### src/swc_pkg.sv
package swc_pkg;

  localparam int OFFSET_BITS = 6;
  localparam int INDEX_BITS  = 4;
  localparam int WAYS        = 4;
  localparam int ADDR_BITS   = 16;

  localparam int LINE_SIZE  = 1 << OFFSET_BITS;
  localparam int SET_COUNT  = 1 << INDEX_BITS;
  localparam int SLOT_COUNT = SET_COUNT * WAYS;
  localparam int MEM_SIZE   = 1 << ADDR_BITS;
  localparam int TAG_BITS   = ADDR_BITS - OFFSET_BITS - INDEX_BITS;
  localparam int SET_BITS   = (INDEX_BITS > 0) ? INDEX_BITS : 1;
  localparam int WAY_BITS   = (WAYS > 1) ? $clog2(WAYS) : 1;
  localparam int SLOT_BITS  = (SLOT_COUNT > 1) ? $clog2(SLOT_COUNT) : 1;
  localparam int LINE_ADDR_BITS = SLOT_BITS + OFFSET_BITS;

  localparam logic [1:0] FUNC_READ  = 2'd0;
  localparam logic [1:0] FUNC_WRITE = 2'd1;
  localparam logic [1:0] FUNC_FLUSH = 2'd2;

  localparam logic [1:0] SIZE_BYTE = 2'd0;
  localparam logic [1:0] SIZE_HALF = 2'd1;

  typedef struct packed {
    logic [1:0]  func;
    logic [15:0] address;
    logic [1:0]  size_code;
    logic        is_instruction;
    logic [31:0] write_data;
    logic [1:0]  victim_way;
  } swc_req_t;

  typedef struct packed {
    logic [31:0] read_data;
    logic        hit;
    logic        wrote_back;
    logic        misfit_error;
    logic [31:0] instr_accesses;
    logic [31:0] data_accesses;
    logic [31:0] instr_hits;
    logic [31:0] data_hits;
  } swc_resp_t;

  typedef enum logic [1:0] {
    CP_NONE   = 2'd0,
    CP_SPILL  = 2'd1,
    CP_FILL   = 2'd2,
    CP_ACCESS = 2'd3
  } swc_copy_e;

  typedef struct packed {
    logic      accept;
    logic      lookup;
    swc_copy_e copy;
    logic      fill_commit;
    logic      flush_first;
    logic      flush_clear;
    logic      flush_next;
    logic      respond;
    logic      clear_step;
  } swc_cmd_t;

  typedef struct packed {
    logic clear_done;
    logic is_access;
    logic is_flush;
    logic hit;
    logic has_invalid;
    logic victim_dirty;
    logic copy_done;
    logic flush_dirty;
    logic flush_last;
    logic out_busy;
  } swc_status_t;

endpackage

### src/swc_ctrl.sv
module swc_ctrl (
  input  logic                clk_i,
  input  logic                rst_ni,
  input  logic                in_valid_i,
  output logic                in_stall_o,
  input  swc_pkg::swc_status_t status_i,
  output swc_pkg::swc_cmd_t    cmd_o
);
  import swc_pkg::*;

  typedef enum logic [8:0] {
    S_CLEAR  = 9'b000000001,
    S_IDLE   = 9'b000000010,
    S_LOOKUP = 9'b000000100,
    S_SPILL  = 9'b000001000,
    S_FILL   = 9'b000010000,
    S_ACCESS = 9'b000100000,
    S_FLUSH  = 9'b001000000,
    S_FSPILL = 9'b010000000,
    S_DONE   = 9'b100000000
  } swc_state_e;

  swc_state_e state_q, state_d;

  assign in_stall_o = (state_q != S_IDLE);

  always_comb begin
    state_d = state_q;
    cmd_o   = '0;
    cmd_o.copy = CP_NONE;
    unique case (state_q)
      S_CLEAR: begin
        cmd_o.clear_step = 1'b1;
        if (status_i.clear_done) state_d = S_IDLE;
      end
      S_IDLE: begin
        if (in_valid_i) begin
          cmd_o.accept = 1'b1;
          state_d = S_LOOKUP;
        end
      end
      S_LOOKUP: begin
        priority if (status_i.is_access) begin
          cmd_o.lookup = 1'b1;
          priority if (status_i.hit) state_d = S_ACCESS;
          else if (status_i.has_invalid) state_d = S_FILL;
          else if (status_i.victim_dirty) state_d = S_SPILL;
          else state_d = S_FILL;
        end else if (status_i.is_flush) begin
          cmd_o.flush_first = 1'b1;
          state_d = S_FLUSH;
        end else begin
          state_d = S_DONE;
        end
      end
      S_SPILL: begin
        cmd_o.copy = CP_SPILL;
        if (status_i.copy_done) state_d = S_FILL;
      end
      S_FILL: begin
        cmd_o.copy = CP_FILL;
        if (status_i.copy_done) begin
          cmd_o.fill_commit = 1'b1;
          state_d = S_ACCESS;
        end
      end
      S_ACCESS: begin
        cmd_o.copy = CP_ACCESS;
        if (status_i.copy_done) state_d = S_DONE;
      end
      S_FLUSH: begin
        priority if (status_i.flush_dirty) begin
          state_d = S_FSPILL;
        end else begin
          cmd_o.flush_next = 1'b1;
          if (status_i.flush_last) state_d = S_DONE;
        end
      end
      S_FSPILL: begin
        cmd_o.copy = CP_SPILL;
        if (status_i.copy_done) begin
          cmd_o.flush_clear = 1'b1;
          cmd_o.flush_next  = 1'b1;
          state_d = status_i.flush_last ? S_DONE : S_FLUSH;
        end
      end
      S_DONE: begin
        if (!status_i.out_busy) begin
          cmd_o.respond = 1'b1;
          state_d = S_IDLE;
        end
      end
      default: state_d = S_CLEAR;
    endcase
  end

  always_ff @(posedge clk_i or negedge rst_ni) begin
    if (!rst_ni) begin
      state_q <= S_CLEAR;
    end else begin
      state_q <= state_d;
    end
  end

endmodule

### config.mk
export PLATFORM = sky130hd
export DESIGN_NAME = swc_ctrl
export DESIGN_NICKNAME = d
export VERILOG_FILES = /design/src/swc_pkg.sv /design/src/swc_ctrl.sv
export SDC_FILE = /design/constraint.sdc
export NUM_CORES = 1
export LEC_CHECK = 0
export BUFFER_PORTS_ARGS = -buffer_cell sky130_fd_sc_hd__clkbuf_2
export CAP_MARGIN = 20
export CORE_MARGIN = 3
export CORE_UTILIZATION = 30
export CTS_CLUSTER_DIAMETER = 120
export DETAILED_ROUTE_END_ITERATION = 8
export RECOVER_POWER = 25
export REMOVE_ABC_BUFFERS = 1
export SETUP_SLACK_MARGIN = 0.4
export SYNTH_ARGS = -nofsm -noshare
export SYNTH_HDL_FRONTEND = slang
export SYNTH_SLANG_ARGS = --single-unit
### constraint.sdc
create_clock -name clk_i -period 2.99 [get_ports clk_i]
set_input_delay 0.897 -clock clk_i [delete_from_list [all_inputs] [get_ports clk_i]]
set_output_delay 0.897 -clock clk_i [all_outputs]
set_load 0.02 [all_outputs]
==> results_dict.tcl <==
set metrics [dict create \
    ir_worst_vdd_uv 325.2 \
    ctsLongestPathBuffers 2 \
    wl_met1_mm 1.046 \
    r2r-end "state_q[4]" \
    largest_register_ff_count 9 \
    regToRegStartpoint "state_q[8]" \
    clkTransAtPathRegs_ps 60 \
    finalCritPeriodShare_pct 96.20 \
    wl_per_cell_um 14.67 \
    clk_latency_ps 270 \
    place_congestion 0.8216 \
    synthArstFlopShare_pct 100.0 \
    synth-xor-area-share_pct 3.009 \
    yosys-top-cells-area "dfrtp_1 (23%), or3_4 (5.2%), inv_1 (3.9%), nor2_1 (3.9%), buf_6 (3.9%)" \
    rrSetupSlack_ps 790 \
    die_w_um 59.96 \
    crit_type "reg2out" \
    register_area_um2 232.7 \
    layout_min_cycle_time_ps 2876 \
    die_y_um 59.96 \
    report.final.hold_viol_count 0 \
    grt_pass1_wl_mm 3.898 \
    fin_skew_ps 7.388 \
    setup_violations 0 \
    start_util_pct 33.43 \
    wl_met3_um 109 \
    hold_class "in2async" \
    fin_setup_tns_ps 0 \
    dp_hpwl_mm 1.727 \
    fmax_mhz 347.7 \
    reg_top3 "state_q: 9 flops" \
    htree_levels 1 \
    largest-register "state_q" \
    worstMarginPinSlew_ps 501.8 \
    synth-seq-cells 9 \
    synth-simple-area-share_pct 42.84 \
    synthCells 103 \
    std_cell_rows 18 \
    endpoint "cmd_o[9]" \
    core_area_um2 2613 \
    root_buffer "clkbuf_4" \
    area_delta_synth_final_pct 33.67 \
    synth-edff-count 0 \
    first_pass_iters 4 \
    wl_mm 2.464 \
    power.leakage_uw 0.0005355 \
    muxShareOfSynthArea_pct 1.289 \
    slew_viol_final 0 \
    required_ps 2090 \
    met2_wirelength_mm 1.267 \
    grt_overflow_total 0 \
    crit_path_start "state_q[6]" \
    design.die.area_um2 3595 \
    finalNonFillerCells 168 \
    drive_gt1_share_pct 45.65 \
    ctsHoldBuffers 0 \
    fillers 247 \
    numCtsBuffers 3 \
    worstRegToRegCells 6 \
    ys.flop_type "dfrtp_1" \
    top_layer_used "met4" \
    multi_input_area_um2 588.1 \
    max_slew_margin_pct 66.55 \
    synthesis.area_um2 873.3 \
    drc 0 \
    maxCapViolations 0 \
    nNetsFinal 152 \
    n_antenna_cell 0 \
    worstPathArrival_ps 1980 \
    yosys.area.top_type "dfrtp_1" \
    ys_warn_count 0 \
    grt_usage_pct 14.04 \
    boundaryPins 24 \
    vias 921 \
    cts_tree "built" \
    ant_nets 0 \
    grt_pass1_vias 878 \
    p_per_area_nw_per_um2 546.1 \
    syn_avg_cell_area_um2 8.479 \
    dp.cells 151 \
    ys_types 48 \
    synth_compound_area_share_pct 16.33 \
    first_iter_violations 9 \
    antenna_found_initial 0 \
    start_kind "register" \
    port_buffers 23 \
    synth_top_area_share_pct 22.92 \
    path_max_fanout 3 \
    ys_seq_area_share_pct 25.93 \
    synth_top_family_by_area "simple AND/OR/NAND/NOR gates" \
    rsz0062_at_grt "yes" \
    vias_per_cell 5.482 \
    synth_fa_ha_area_share_pct 0 \
    cts.sinks 9 \
    cp-end-kind "primary output" \
    grt_max_degree 13 \
    status "finished clean" \
]
[cell families after synthesis]
| kind of cell | after synthesis |
|---|---|
| compound gates | 21 |
| xor+xnor | 3 |
| buf+inv | 16 |
| flops | 9 |
| mux | 1 |
| simple gates | 53 |
[synthesized netlist by cell type, types with 2 or more instances]
cell type	instances
a21oi_1	5
a31oi_1	2
and2_1	3
buf_4	2
buf_6	3
dfrtp_1	8
inv_1	9
nand2_1	8
nand2b_1	3
nor2_1	9
nor3_1	5
nor4b_1	2
o21ai_0	3
o32ai_1	2
or3_4	4
or4b_1	2
xnor2_1	2
[report_power, final]
part	internal, uW	switching (uW)	total, uW
clock	51.5	44.6	96.1
sequential	146	39.3	185
combinational	177	180	357
total	374	264	638
[layout make-up]
cell class / instances / area share (%)
multi-input combinational: 78 / 50.38
inverter: 9 / 2.894
tap: 30 / 3.215
sequential: 9 / 19.94
timing repair buffer: 38 / 21.33
clock buffer: 4 / 2.251
[metrics by stage]
stage	utilization (%)	worst slack, ps	cell area [um^2]	hold WS (ps)	power [uW]
after floorplan	-	235.0	814.5	574.7	403.8
final	44.68	113.5	1167	563.4	637.5
after CTS	41.71	112.4	1090	485.5	611.1
after global routing	44.68	66.18	1167	605.5	681.3
after detailed placement	37.60	251.7	982.2	617.1	498.4
after global placement	37.60	300.7	982.2	611.4	495.4
[layout by cell type, fill, tap and decap left out, types with 2 or more instances in the layout]
cell type and n:
dfrtp_2 5, nor2_1 7, dfrtp_1 3, nor4_4 2, inv_1 9, or3_4 4, o32ai_1 2, nand2_1 7
and2_1 3, a21oi_1 5, nor4b_1 2, a31oi_1 2, clkbuf_2 17, nor3_2 3, xnor2_1 2, nor3_1 3
o21ai_0 3, or4b_1 2, buf_4 18, clkbuf_4 3, clkbuf_1 2, nand2b_1 3
[worst max-delay path: stages, from the launching register on]
cell	delay [ps]
dfrtp_1	380
or3_4	390
or3_4	340
or3_4	370
nor2_4	110
buf_6	130
[worst min path at each step]
| stage | start | end | slack (ps) | cells past startpoint |
|---|---|---|---|---|
| floorplan | state_q[4] | state_q[4] | 570 | 1 |
| global placement | state_q[4] | state_q[4] | 610 | 1 |
| detailed placement | state_q[4] | state_q[4] | 620 | 1 |
| CTS | rst_ni | state_q[6] | 490 | 1 |
| global route | rst_ni | state_q[6] | 610 | 1 |
| finish | rst_ni | state_q[6] | 560 | 1 |
[repair_timing]
item | CTS | global route
gates resized for setup | 12 | 12
setup buffers | 6 | 7
pin swaps | 0 | 2
endpoints found under the setup margin | 9 | 9
[per-layer routing]
layer,up-vias,global-route usage [%]
met2,34,23.61
li1,442,-
met3,5,0.8639
met5,-,0
met4,0,7.278
met1,440,17.84
(Power assumes the default switching activity.)
